===== src/rtl/core/hid_keyboard_new_key_detect_unit_assert.svh =====
// Assertion macros for the keyboard new-press detector.
`ifndef HID_KEYBOARD_NEW_KEY_DETECT_UNIT_ASSERT_SVH
`define HID_KEYBOARD_NEW_KEY_DETECT_UNIT_ASSERT_SVH

`ifndef SYNTHESIS

`define HKD_ASSERT_IMPLY(label, clk, rst_n, ante, cons) \
  label: assert property (@(posedge clk) disable iff (!rst_n) (ante) |-> (cons)) \
    else $error("hkd assertion failed: same-cycle implication");

`define HKD_ASSERT_NEXT(label, clk, rst_n, ante, cons) \
  label: assert property (@(posedge clk) disable iff (!rst_n) (ante) |=> (cons)) \
    else $error("hkd assertion failed: next-cycle implication");

`else

`define HKD_ASSERT_IMPLY(label, clk, rst_n, ante, cons)

`define HKD_ASSERT_NEXT(label, clk, rst_n, ante, cons)

`endif

`endif


===== src/rtl/core/hkd_pkg.sv =====
// Shared types, constants and the key code translation for the new-press detector.
package hkd_pkg;

  localparam int RPT_BYTES = 7;

  localparam logic [7:0] MIN_LEN  = 8'd3;
  localparam logic [7:0] BOOT_LEN = 8'd8;
  localparam logic [2:0] MAX_SLOTS = 3'd6;

  localparam logic [7:0] CODE_A     = 8'h04;
  localparam logic [7:0] CODE_Z     = 8'h1D;
  localparam logic [7:0] CODE_1     = 8'h1E;
  localparam logic [7:0] CODE_0     = 8'h27;
  localparam logic [7:0] CODE_ENTER = 8'h28;
  localparam logic [7:0] CODE_BKSP  = 8'h2A;
  localparam logic [7:0] CODE_SPACE = 8'h2C;

  localparam logic [6:0] CHR_A     = 7'h61;
  localparam logic [6:0] CHR_1     = 7'h31;
  localparam logic [6:0] CHR_0     = 7'h30;
  localparam logic [6:0] CHR_SPACE = 7'h20;
  localparam logic [6:0] CHR_NL    = 7'h0A;
  localparam logic [6:0] CHR_BS    = 7'h08;
  localparam logic [6:0] CHR_NONE  = 7'h00;

  typedef struct packed {
    logic [7:0] code;
    logic [6:0] ascii;
  } hkd_key_t;

  typedef struct packed {
    logic [7:0] code;
    logic [6:0] ascii;
    logic       last;
  } hkd_res_t;

  function automatic logic [6:0] to_ascii(input logic [7:0] code);
    logic [6:0] chr;
    if (code >= CODE_A && code <= CODE_Z) begin
      chr = CHR_A + 7'(code - CODE_A);
    end else if (code == CODE_0) begin
      chr = CHR_0;
    end else if (code >= CODE_1 && code < CODE_0) begin
      chr = CHR_1 + 7'(code - CODE_1);
    end else if (code == CODE_SPACE) begin
      chr = CHR_SPACE;
    end else if (code == CODE_ENTER) begin
      chr = CHR_NL;
    end else if (code == CODE_BKSP) begin
      chr = CHR_BS;
    end else begin
      chr = CHR_NONE;
    end
    return chr;
  endfunction

endpackage


===== src/rtl/core/hkd_if.sv =====
// Valid/ready channel interfaces for report items and press items.
interface hkd_in_if;
  logic       valid;
  logic       ready;
  logic [7:0] report_length;
  logic [7:0] report_byte2;
  logic [7:0] report_byte3;
  logic [7:0] report_byte4;
  logic [7:0] report_byte5;
  logic [7:0] report_byte6;
  logic [7:0] report_byte7;
  logic [7:0] report_byte8;

  modport source (
    output valid, report_length, report_byte2, report_byte3, report_byte4,
           report_byte5, report_byte6, report_byte7, report_byte8,
    input  ready
  );
  modport sink (
    input  valid, report_length, report_byte2, report_byte3, report_byte4,
           report_byte5, report_byte6, report_byte7, report_byte8,
    output ready
  );
endinterface

interface hkd_out_if;
  logic       valid;
  logic       ready;
  logic [7:0] key_code;
  logic [6:0] ascii_char;
  logic       last_press;

  modport source (output valid, key_code, ascii_char, last_press, input ready);
  modport sink (input valid, key_code, ascii_char, last_press, output ready);
endinterface


===== src/rtl/core/hkd_lane.sv =====
// One slot lane: match the slot code against the stored codes and translate it.
module hkd_lane import hkd_pkg::*; #(
  parameter int KEY_SLOTS = 6
) (
  input  logic [7:0]                 code,
  input  logic [KEY_SLOTS-1:0][7:0]  prev,
  output hkd_key_t                   key,
  output logic                       fresh
);

  logic [KEY_SLOTS-1:0] hit;

  always_comb begin
    for (int j = 0; j < KEY_SLOTS; j++) begin
      hit[j] = (prev[j] == code);
    end
    fresh     = (code != 8'h00) && !(|hit);
    key.code  = code;
    key.ascii = to_ascii(code);
  end

endmodule


===== src/rtl/core/hkd_merge.sv =====
// Merge stage: hold the lanes' fresh mask and emit one press per cycle in slot order while the output is ready.
module hkd_merge import hkd_pkg::*; #(
  parameter int KEY_SLOTS = 6
) (
  input  logic                          clk,
  input  logic                          rst_n,
  input  logic                          load,
  input  hkd_key_t [KEY_SLOTS-1:0]      keys,
  input  logic [KEY_SLOTS-1:0]          fresh,
  output logic                          can_load,
  output hkd_res_t                      res,
  output logic                          res_valid,
  input  logic                          res_ready
);

  hkd_key_t [KEY_SLOTS-1:0] keys_r, keys_nxt;
  logic [KEY_SLOTS-1:0]     mask_r, mask_nxt;
  logic [KEY_SLOTS-1:0]     pick, rest;
  hkd_res_t                 res_r, res_nxt;
  logic                     valid_r, valid_nxt;
  logic                     advance;
  hkd_key_t                 sel;

  always_comb begin
    pick    = mask_r & (~mask_r + 1'b1);
    rest    = mask_r & ~pick;
    advance = (|mask_r) && (!valid_r || res_ready);
    sel     = '0;
    for (int i = 0; i < KEY_SLOTS; i++) begin
      sel = sel | (keys_r[i] & {$bits(hkd_key_t){pick[i]}});
    end
    // free once the last pending press moves into the output register
    can_load = !(|mask_r) || (advance && !(|rest));

    mask_nxt = load ? fresh : (advance ? rest : mask_r);
    keys_nxt = load ? keys : keys_r;

    valid_nxt = advance ? 1'b1 : (res_ready ? 1'b0 : valid_r);
    res_nxt   = res_r;
    if (advance) begin
      res_nxt.code  = sel.code;
      res_nxt.ascii = sel.ascii;
      res_nxt.last  = !(|rest);
    end
  end

  always_ff @(posedge clk) begin
    if (!rst_n) begin
      mask_r  <= '0;
      valid_r <= 1'b0;
    end else begin
      mask_r  <= mask_nxt;
      valid_r <= valid_nxt;
    end
    keys_r <= keys_nxt;
    res_r  <= res_nxt;
  end

  assign res       = res_r;
  assign res_valid = valid_r;

endmodule


===== src/rtl/core/hid_keyboard_new_key_detect_unit.sv =====
// Keyboard new-press detector: each input item is one report (length and bytes 2 to 8).
// All KEY_SLOTS slot codes are checked against the stored codes of the previous report in
// parallel lanes in the accept cycle, and the store is replaced at once, so a report can be
// taken every cycle as far as the lanes go. Presses leave through an output register one per
// cycle in slot order while the output is ready; the next report is taken in the cycle the
// last press moves to the output. Reports shorter than 3 bytes are taken and dropped. No
// clearing pass: the store resets at once.
`include "hid_keyboard_new_key_detect_unit_assert.svh"

module hid_keyboard_new_key_detect_unit import hkd_pkg::*; #(
  parameter int KEY_SLOTS = 6
) (
  input logic        clk,
  input logic        rst_n,
  hkd_in_if.sink     in_chan,
  hkd_out_if.source  out_chan
);

  localparam logic [2:0] SLOT_CAP = 3'(KEY_SLOTS);

  logic [KEY_SLOTS-1:0][7:0] prev_r, prev_nxt;
  logic [KEY_SLOTS-1:0][7:0] slots;
  logic [7:0]                rpt_bytes [RPT_BYTES];
  hkd_key_t [KEY_SLOTS-1:0]  lane_keys;
  logic [KEY_SLOTS-1:0]      lane_fresh;
  logic                      report_ok, boot_len, accept, load, can_load;
  logic [2:0]                base_cnt, slot_cnt;
  hkd_res_t                  res;
  logic                      res_valid;

  always_comb begin
    rpt_bytes[0] = in_chan.report_byte2;
    rpt_bytes[1] = in_chan.report_byte3;
    rpt_bytes[2] = in_chan.report_byte4;
    rpt_bytes[3] = in_chan.report_byte5;
    rpt_bytes[4] = in_chan.report_byte6;
    rpt_bytes[5] = in_chan.report_byte7;
    rpt_bytes[6] = in_chan.report_byte8;

    report_ok = in_chan.report_length >= MIN_LEN;
    boot_len  = in_chan.report_length == BOOT_LEN;
    base_cnt  = (in_chan.report_length >= BOOT_LEN) ? MAX_SLOTS
                                                    : 3'(in_chan.report_length - MIN_LEN);
    slot_cnt  = (base_cnt > SLOT_CAP) ? SLOT_CAP : base_cnt;

    // boot-length reports start at byte 2, all others at byte 3
    for (int i = 0; i < KEY_SLOTS; i++) begin
      if (3'(i) < slot_cnt) begin
        slots[i] = boot_len ? rpt_bytes[i] : rpt_bytes[i + 1];
      end else begin
        slots[i] = '0;
      end
    end

    accept   = in_chan.valid && in_chan.ready;
    load     = accept && report_ok;
    prev_nxt = load ? slots : prev_r;
  end

  always_ff @(posedge clk) begin
    if (!rst_n) begin
      prev_r <= '0;
    end else begin
      prev_r <= prev_nxt;
    end
  end

  for (genvar g = 0; g < KEY_SLOTS; g++) begin : g_lane
    hkd_lane #(.KEY_SLOTS(KEY_SLOTS)) u_lane (
      .code  (slots[g]),
      .prev  (prev_r),
      .key   (lane_keys[g]),
      .fresh (lane_fresh[g])
    );
  end

  hkd_merge #(.KEY_SLOTS(KEY_SLOTS)) u_merge (
    .clk       (clk),
    .rst_n     (rst_n),
    .load      (load),
    .keys      (lane_keys),
    .fresh     (lane_fresh),
    .can_load  (can_load),
    .res       (res),
    .res_valid (res_valid),
    .res_ready (out_chan.ready)
  );

  assign in_chan.ready       = can_load;
  assign out_chan.valid      = res_valid;
  assign out_chan.key_code   = res.code;
  assign out_chan.ascii_char = res.ascii;
  assign out_chan.last_press = res.last;

  `HKD_ASSERT_IMPLY(a_code_nonzero, clk, rst_n, out_chan.valid, out_chan.key_code != 8'h00)
  `HKD_ASSERT_NEXT(a_short_keeps_store, clk, rst_n, accept && !report_ok, $stable(prev_r))
  `HKD_ASSERT_NEXT(a_more_follow, clk, rst_n, out_chan.valid && out_chan.ready && !out_chan.last_press, out_chan.valid)

endmodule

===== src/flat_wrapper.sv =====
// flat-port wrapper written by rule: the top's interface ports become plain ports
module hid_keyboard_new_key_detect_unit_flat import hkd_pkg::*;
#(
  parameter int KEY_SLOTS = 6
)
  (clk, rst_n, in_chan_valid, in_chan_report_length, in_chan_report_byte2, in_chan_report_byte3, in_chan_report_byte4, in_chan_report_byte5, in_chan_report_byte6, in_chan_report_byte7, in_chan_report_byte8, in_chan_ready, out_chan_valid, out_chan_key_code, out_chan_ascii_char, out_chan_last_press, out_chan_ready);
  hkd_in_if in_chan_i ();
  hkd_out_if out_chan_i ();
  input logic clk;
  input logic rst_n;
  input wire logic [$bits(in_chan_i.valid)-1:0] in_chan_valid;
  input wire logic [$bits(in_chan_i.report_length)-1:0] in_chan_report_length;
  input wire logic [$bits(in_chan_i.report_byte2)-1:0] in_chan_report_byte2;
  input wire logic [$bits(in_chan_i.report_byte3)-1:0] in_chan_report_byte3;
  input wire logic [$bits(in_chan_i.report_byte4)-1:0] in_chan_report_byte4;
  input wire logic [$bits(in_chan_i.report_byte5)-1:0] in_chan_report_byte5;
  input wire logic [$bits(in_chan_i.report_byte6)-1:0] in_chan_report_byte6;
  input wire logic [$bits(in_chan_i.report_byte7)-1:0] in_chan_report_byte7;
  input wire logic [$bits(in_chan_i.report_byte8)-1:0] in_chan_report_byte8;
  output wire logic [$bits(in_chan_i.ready)-1:0] in_chan_ready;
  output wire logic [$bits(out_chan_i.valid)-1:0] out_chan_valid;
  output wire logic [$bits(out_chan_i.key_code)-1:0] out_chan_key_code;
  output wire logic [$bits(out_chan_i.ascii_char)-1:0] out_chan_ascii_char;
  output wire logic [$bits(out_chan_i.last_press)-1:0] out_chan_last_press;
  input wire logic [$bits(out_chan_i.ready)-1:0] out_chan_ready;
  assign in_chan_i.valid = in_chan_valid;
  assign in_chan_i.report_length = in_chan_report_length;
  assign in_chan_i.report_byte2 = in_chan_report_byte2;
  assign in_chan_i.report_byte3 = in_chan_report_byte3;
  assign in_chan_i.report_byte4 = in_chan_report_byte4;
  assign in_chan_i.report_byte5 = in_chan_report_byte5;
  assign in_chan_i.report_byte6 = in_chan_report_byte6;
  assign in_chan_i.report_byte7 = in_chan_report_byte7;
  assign in_chan_i.report_byte8 = in_chan_report_byte8;
  assign in_chan_ready = in_chan_i.ready;
  assign out_chan_valid = out_chan_i.valid;
  assign out_chan_key_code = out_chan_i.key_code;
  assign out_chan_ascii_char = out_chan_i.ascii_char;
  assign out_chan_last_press = out_chan_i.last_press;
  assign out_chan_i.ready = out_chan_ready;
  hid_keyboard_new_key_detect_unit #(.KEY_SLOTS(KEY_SLOTS)) u_core (.clk(clk), .rst_n(rst_n), .in_chan(in_chan_i), .out_chan(out_chan_i));
endmodule

===== config.mk =====
export PLATFORM = sky130hd
export DESIGN_NAME = hid_keyboard_new_key_detect_unit_flat
export DESIGN_NICKNAME = d
export VERILOG_FILES = /design/src/rtl/core/hkd_pkg.sv /design/src/rtl/core/hkd_if.sv /design/src/rtl/core/hkd_lane.sv /design/src/rtl/core/hkd_merge.sv /design/src/rtl/core/hid_keyboard_new_key_detect_unit.sv /design/src/flat_wrapper.sv
export VERILOG_INCLUDE_DIRS = /design/src /design/src/rtl/core
export SDC_FILE = /design/constraint.sdc
export NUM_CORES = 1
export LEC_CHECK = 0
export ABC_AREA = 1
export BUFFER_PORTS_ARGS = -buffer_cell sky130_fd_sc_hd__buf_4
export CAP_MARGIN = 20
export CORE_ASPECT_RATIO = 1.1
export CORE_UTILIZATION = 40
export CTS_BUF_LIST = sky130_fd_sc_hd__clkbuf_8
export DETAILED_ROUTE_END_ITERATION = 16
export GPL_TIMING_DRIVEN = 1
export PLACE_DENSITY = 0.53
export SYNTH_ARGS = -nofsm -noshare
export SYNTH_HDL_FRONTEND = slang
export SYNTH_SLANG_ARGS = --single-unit

===== constraint.sdc =====
create_clock -name clk -period 3.5 [get_ports clk]
set_input_delay 0.35 -clock clk [delete_from_list [all_inputs] [get_ports clk]]
set_output_delay 0.35 -clock clk [all_outputs]
set_load 0.01 [all_outputs]

**Yosys cells after proc, flatten, opt, wreduce, memory -nomap -nowiden**

Index checks and enable logic that the tools add are counted.

- Register bits: 161
- Word-level logic and storage cells: 261
- Bits in read-only memories: 0
- Memories kept: 0
- Bits in latches: 0
- Input bits: 68
- Output and inout bits: 18
- RAM bits: 0

- Eq/ne operators: 61
- Reductions and logical operators: 49
- Magnitude comparators: 33
- Muxes and demuxes: 54
- Div/mod/pow operators: 0
- $mul: 0
- Add/subtract/negate cells: 26
- Bitwise logic cells: 15
- Shift operators: 0

Operators by type and width:

| operator | count |
|---|---|
| $eq 8x8->1 | 36 |
| $eq 8x6->1 const B | 24 |
| $mux 7 | 18 |
| $mux 8 | 12 |
| $and 15x15->15 | 6 |
| $or 15x15->15 | 5 |
| $ge 8x3->1 const B | 6 |
| $ge 8x5->1 const B | 6 |
| $le 8x5->1 const B | 6 |
| $lt 8x6->1 const B | 6 |
| $mux 4 | 12 |
| $mux 6 | 8 |
| $reduce_bool 8->1 | 6 |
| $reduce_or 6->1 | 8 |
| $add 6x7->7 const A | 6 |
| $add 7x7->7 const A | 6 |
| $sub 7x3->7 const B | 6 |
| $sub 7x5->7 const B | 6 |
| $logic_and 1x1->1 | 22 |
| $and 6x6->6 | 2 |
| $not 6->6 | 2 |
| $logic_not 1->1 | 9 |
| $eq 8x4->1 const B | 1 |
| $ge 8x2->1 const B | 1 |
| 11 further kinds | 18 |

**Logic depth before layout (Yosys ltp)**

- Word-level depth: 13
- Depth in mapped cells: 21

**By module**

A second synthesis with hierarchy kept.

- Cells, all modules: 2439
- Area total of the unflattened synthesis: 15554.9 µm²

Modules (own cells, without submodules):

| module | cells an instance | instances | area an instance (µm²) | seq. area each (µm²) |
|---|---|---|---|---|
| hkd_lane (u_core.g_lane[0].u_lane ...) | 266 | 5 | 1378.8 | 0.0 |
| hkd_merge | 310 | 1 | 4260.3 | 3323.2 |
| hid_keyboard_new_key_detect_unit | 529 | 1 | 3041.7 | 960.9 |
| hkd_lane (u_core.g_lane[3].u_lane) | 270 | 1 | 1358.8 | 0.0 |

**Worst setup path before layout**

No wires, ideal clock.

- Path kind: register to register
- Start: register u_core.u_merge.mask_r[1]
- End: register u_core.u_merge.keys_r[0] (netlist bit) (enable)
- Slack: 0.322 ns
- Data required time: 3.089 ns
- Stages on the path, launching flop included: 11
- Library setup time: 0.411 ns
- Clock period less this slack: 3.178 ns
- Arrival: 2.767 ns
- Cell sequence: dfxtp_1 nor2_1 nand2_1 nor2_1 nand2_1 or2_2 nand2_1 nand2_1 inv_1 buf_2 buf_2

- Cells in the longest elaborated chain, start to end: 11
- Elaborated cells between the ends (all ways): 14
- Classes of those cells: add/sub (1); bitwise (4); reduce/logical (9)

RTL lines:

| what | RTL line | text |
|---|---|---|
| start: declaration | hkd_merge.sv:17 | `logic [KEY_SLOTS-1:0] mask_r, mask_nxt;` |
| start signal: assignment | hkd_merge.sv:52 | `mask_r <= mask_nxt;` |
| $not 6->6 | hkd_merge.sv:25 | `pick = mask_r & (~mask_r + 1'b1);` |
| $add 6x1->6 | hkd_merge.sv:25 |  |
| $and 6x6->6 | hkd_merge.sv:25 |  |
| $not 6->6 | hkd_merge.sv:26 | `rest = mask_r & ~pick;` |
| $and 6x6->6 | hkd_merge.sv:26 |  |
| $reduce_or 6->1 | hkd_merge.sv:33 | `can_load = !(\|mask_r) \|\| (advance && !(\|rest));` |
| $logic_not 1->1 | hkd_merge.sv:33 |  |
| $logic_and 1x1->1 | hkd_merge.sv:33 |  |
| $logic_or 1x1->1 * | hkd_merge.sv:33 |  |
| via in_chan_ready | flat_wrapper.sv:20 | `output wire logic [$bits(in_chan_i.ready)-1:0] in_chan_ready;` |
| $logic_and 1x1->1 * | hid_keyboard_new_key_detect_unit.sv:55 | `accept = in_chan.valid && in_chan.ready;` |
| $logic_and 1x1->1 * | hid_keyboard_new_key_detect_unit.sv:56 | `load = accept && report_ok;` |
| via u_core.load | hid_keyboard_new_key_detect_unit.sv:26 | `logic report_ok, boot_len, accept, load, can_load;` |
| end signal: assignment | hkd_merge.sv:55 | `keys_r <= keys_nxt;` |
| end: declaration | hkd_merge.sv:16 | `hkd_key_t [KEY_SLOTS-1:0] keys_r, keys_nxt;` |

Mark *: on every way through the listed nets, which the timed path passes. The rest lies on a longest branch.
A chain may end at the register's enable or synchronous reset.

**Worst setup path after layout**

- Start: register u_core.u_merge.mask_r[4]
- End: register u_core.prev_r[32] (netlist bit)

- Cells in the longest elaborated chain, start to end: 11
- Elaborated cells between the ends (all ways): 14
- Classes of those cells: add/sub (1); bitwise (4); reduce/logical (9)

RTL lines:

| what | RTL line | text |
|---|---|---|
| $not 6->6 | hkd_merge.sv:25 |  |
| $add 6x1->6 | hkd_merge.sv:25 |  |
| $and 6x6->6 | hkd_merge.sv:25 |  |
| $not 6->6 | hkd_merge.sv:26 |  |
| $and 6x6->6 | hkd_merge.sv:26 |  |
| $reduce_or 6->1 | hkd_merge.sv:33 |  |
| $logic_not 1->1 | hkd_merge.sv:33 |  |
| $logic_and 1x1->1 | hkd_merge.sv:33 |  |
| $logic_or 1x1->1 * | hkd_merge.sv:33 |  |
| $logic_and 1x1->1 * | hid_keyboard_new_key_detect_unit.sv:55 |  |
| $logic_and 1x1->1 * | hid_keyboard_new_key_detect_unit.sv:56 |  |
| end signal: assignment | hid_keyboard_new_key_detect_unit.sv:64 | `prev_r <= prev_nxt;` |
| end: declaration | hid_keyboard_new_key_detect_unit.sv:21 | `logic [KEY_SLOTS-1:0][7:0] prev_r, prev_nxt;` |

Every way passes the cells marked *; elsewhere a longest branch is shown, timed or not.

==> impl_metrics.toml <==
[synth]
synth.area.mux_share = 0
synthAdderAreaFrac = 0.02668
dominantRegCellSynth = "edfxtp_1"
synth_area_per_cell_um2 = 6.402
netlist_top_cells_count = "nand2_1, nand3_1, inv_1"
yosysWarnings = 0
yosysTopAreaCellShare = 0.2341
synth_top_family_by_area = "simple AND/OR/NAND/NOR gates"
synthesis.nets = 2221
async_flop_share = 0
synth.distinct_cells = 49
synth_edf_count = 106
synth_area_um2 = 13600
synth_area_leaders = "edfxtp_1, nand2_1, dfxtp_1, nand3_1, xor2_1"
synth_top_cell_by_area = "edfxtp_1"
synth_compound_area_frac = 0.09312
synthXorXnorAreaFrac = 0.06505
synth-simple-area-share = 0.4133
synthCells = 2124
ys_ff_latch = 161
ys_seq_area_frac = 0.3151
synthMostInstantiatedCell = "nand2_1"

[global_routing]
grt_pass1_wl_mm = 88.86
antenna_found_initial = 1
grt_max_degree = 59
track_usage = 0.3540
grt_pass1_vias = 13665
grt-ovfl-total = 0

[power]
leakagePower_nw = 7.468
p_total_mw = 11.13
power_density_nw_per_um2 = 725.0
peakVddDrop_mv = 0.4006

[route]
vias = 14624
drt_wl_total_mm = 60.30
via_per_inst = 5.521
ant_nets = 0
wl_per_cell_um = 22.76
drc = 0
drt_iter0_drc = 1434
first_pass_iters = 6

[sta]
drv_slew = 0
rsz0062_at_grt = "no"
finalWorstPathRequiredPeriod_ps = 3072
fin_crit_sh = 0.8776
setup_slack_ps = 428.3
setup_violations = 0
relSlewSlack = 0.2726
max_freq_ghz = 0.3256
finClkSkew_ps = 14.99
hold_viol = 0
holdWs_ps = 233.1
worstMarginPinSlew_ps = 1091
tns_ps = 0

[final_layout]
diodes = 0
seqCellArea_um2 = 4284
drive_above_1_share = 0.1295
nFillCells = 3523
area_delta_synth_final_pct = 12.94
multi_input_area_um2 = 8139
nNetsFinal = 2301

[clocking]
htree_levels = 4
cts_tree = "yes"
cts.sinks = 161
cts_buffers = 17
postCtsResizedCells = 0
clock_path_buffers = 2
postCtsSetupBuffers = 0
cts_hold_buf = 0
worstSkewPairLatency_ps = 490
clockRootBuffer = "clkbuf_8"
path_clk_slew_ps = 100

[setup_path]
critPathLaunchType = "register"
critPathCaptureType = "register"
path_cells = "inv_1 > nand2_1 > nand2_1 > nand2_1 > nor2_1 > nand2_1 > nand2_1 > nand2_1 > buf_4 > buf_4 > o21ai_0 > a21oi_1"
critPathMaxFanout = 29
cp_common_cell = "nand2_1"
required_ps = 3910
slowest_delay_ps = 690
cp.arrival_ps = 3480
path_buf_inv = 3
cp_top_family = "buffers and inverters"
cpMaxStageDelayCell = "dfxtp_1"
critPathKind = "register to register"

[placement]
dp_slack_ps = 121.8
dp_hpwl_mm = 47.85
globalplace.congestion = 0.9731
port_buffers = 85

[outcome]
status = "finished clean"

[floorplanning]
die_w_um = 177.8
rows = 70
num_io_pins = 86
initial_core_util = 0.4075
die_h_um = 195.4
core_um2 = 33370
die_area_um2 = 34740

[flow_run]
maxCapViolations = 0

[min_path]
hold_class = "input port to register"
## report_power, final
part / internal, mW / switching [mW] / leakage [nW]
Clock: 0.541 / 0.917 / 0.200
Combinational: 1.71 / 3.87 / 5.78
Sequential: 3.09 / 1.01 / 1.49
Total: 5.34 / 5.79 / 7.47
## through the flow
step                std cells  utilization  area [um^2]
finish                   2649       0.4602        15360
global route             2649       0.4602        15360
CTS                      2649       0.4602        15360
detailed placement       2617       0.4482        14960
global placement         2617       0.4482        14960
floorplan                2124            -        13600
## worst paths after layout
check	cells past startpoint	to	slack, ps	start
setup / recovery	12	u_core.prev_r[32]$_SDFFE_PN0P_	430	u_core.u_merge.mask_r[4]$_SDFFE_PN0P_
setup reg to reg	12	u_core.prev_r[32]$_SDFFE_PN0P_	430	u_core.u_merge.mask_r[4]$_SDFFE_PN0P_
hold reg to reg	2	u_core.u_merge.res[11]$_DFFE_PP_	560	u_core.u_merge.keys_r[25]$_DFFE_PP_
hold / removal	4	u_core.u_merge.res_valid$_SDFFE_PN0P_	230	out_chan_ready
## flip-flops by register name, summed over array words and instances (netlist names)
register	count
u_core.prev_r	48
u_core.u_merge.keys_r	90
u_core.u_merge.mask_r	6
u_core.u_merge.res	16
u_core.u_merge.res_valid	1
## placed cells by master (no fill, tap or decap), types with 17 or more instances in the layout
cell,synthesis,final
ha_1,29,29
dfxtp_1,55,55
clkbuf_8,0,17
nand4_1,48,48
nand2_2,35,35
a21oi_1,75,75
inv_2,19,19
nor2_1,151,149
nand2_1,831,831
xor2_1,98,98
inv_1,166,165
o21ai_0,79,79
nand3_1,219,219
edfxtp_1,106,106
buf_4,5,160
## worst register-to-register path, cell delays in order (launching register included)
cell	delay, ps
dfxtp_1	690
inv_1	430
nand2_1	180
nand2_1	80
nand2_1	100
nor2_1	50
nand2_1	50
nand2_1	210
nand2_1	130
buf_4	290
buf_4	400
o21ai_0	180
a21oi_1	210
## cells by family (layout without fill, tap and decap cells)
family | count (synthesis) | in the layout
AO/OA/AOI/OAI | 216 | 216
flip-flops | 161 | 161
AND/OR/NAND/NOR | 1325 | 1325
adder cells (fa/ha/maj) | 29 | 29
buffers and inverters | 292 | 385
XOR/XNOR | 101 | 101
## per-layer routing
layer,wire length [um],GRT usage
met2,27130,0.5624
met4,3309,0.1785
met3,3856,0.04887
met1,25990,0.4671
met5,13,0
## final cells by class
cell class                 instances  area share
clock inverter                    15     0.01084
inverter                         189     0.04636
clock buffer                      17     0.01524
sequential                       161      0.2790
tap                              432     0.03520
timing repair buffer             164     0.08343
multi-input combinational       1671      0.5300
Note: power is estimated with default switching activity, not from simulation.
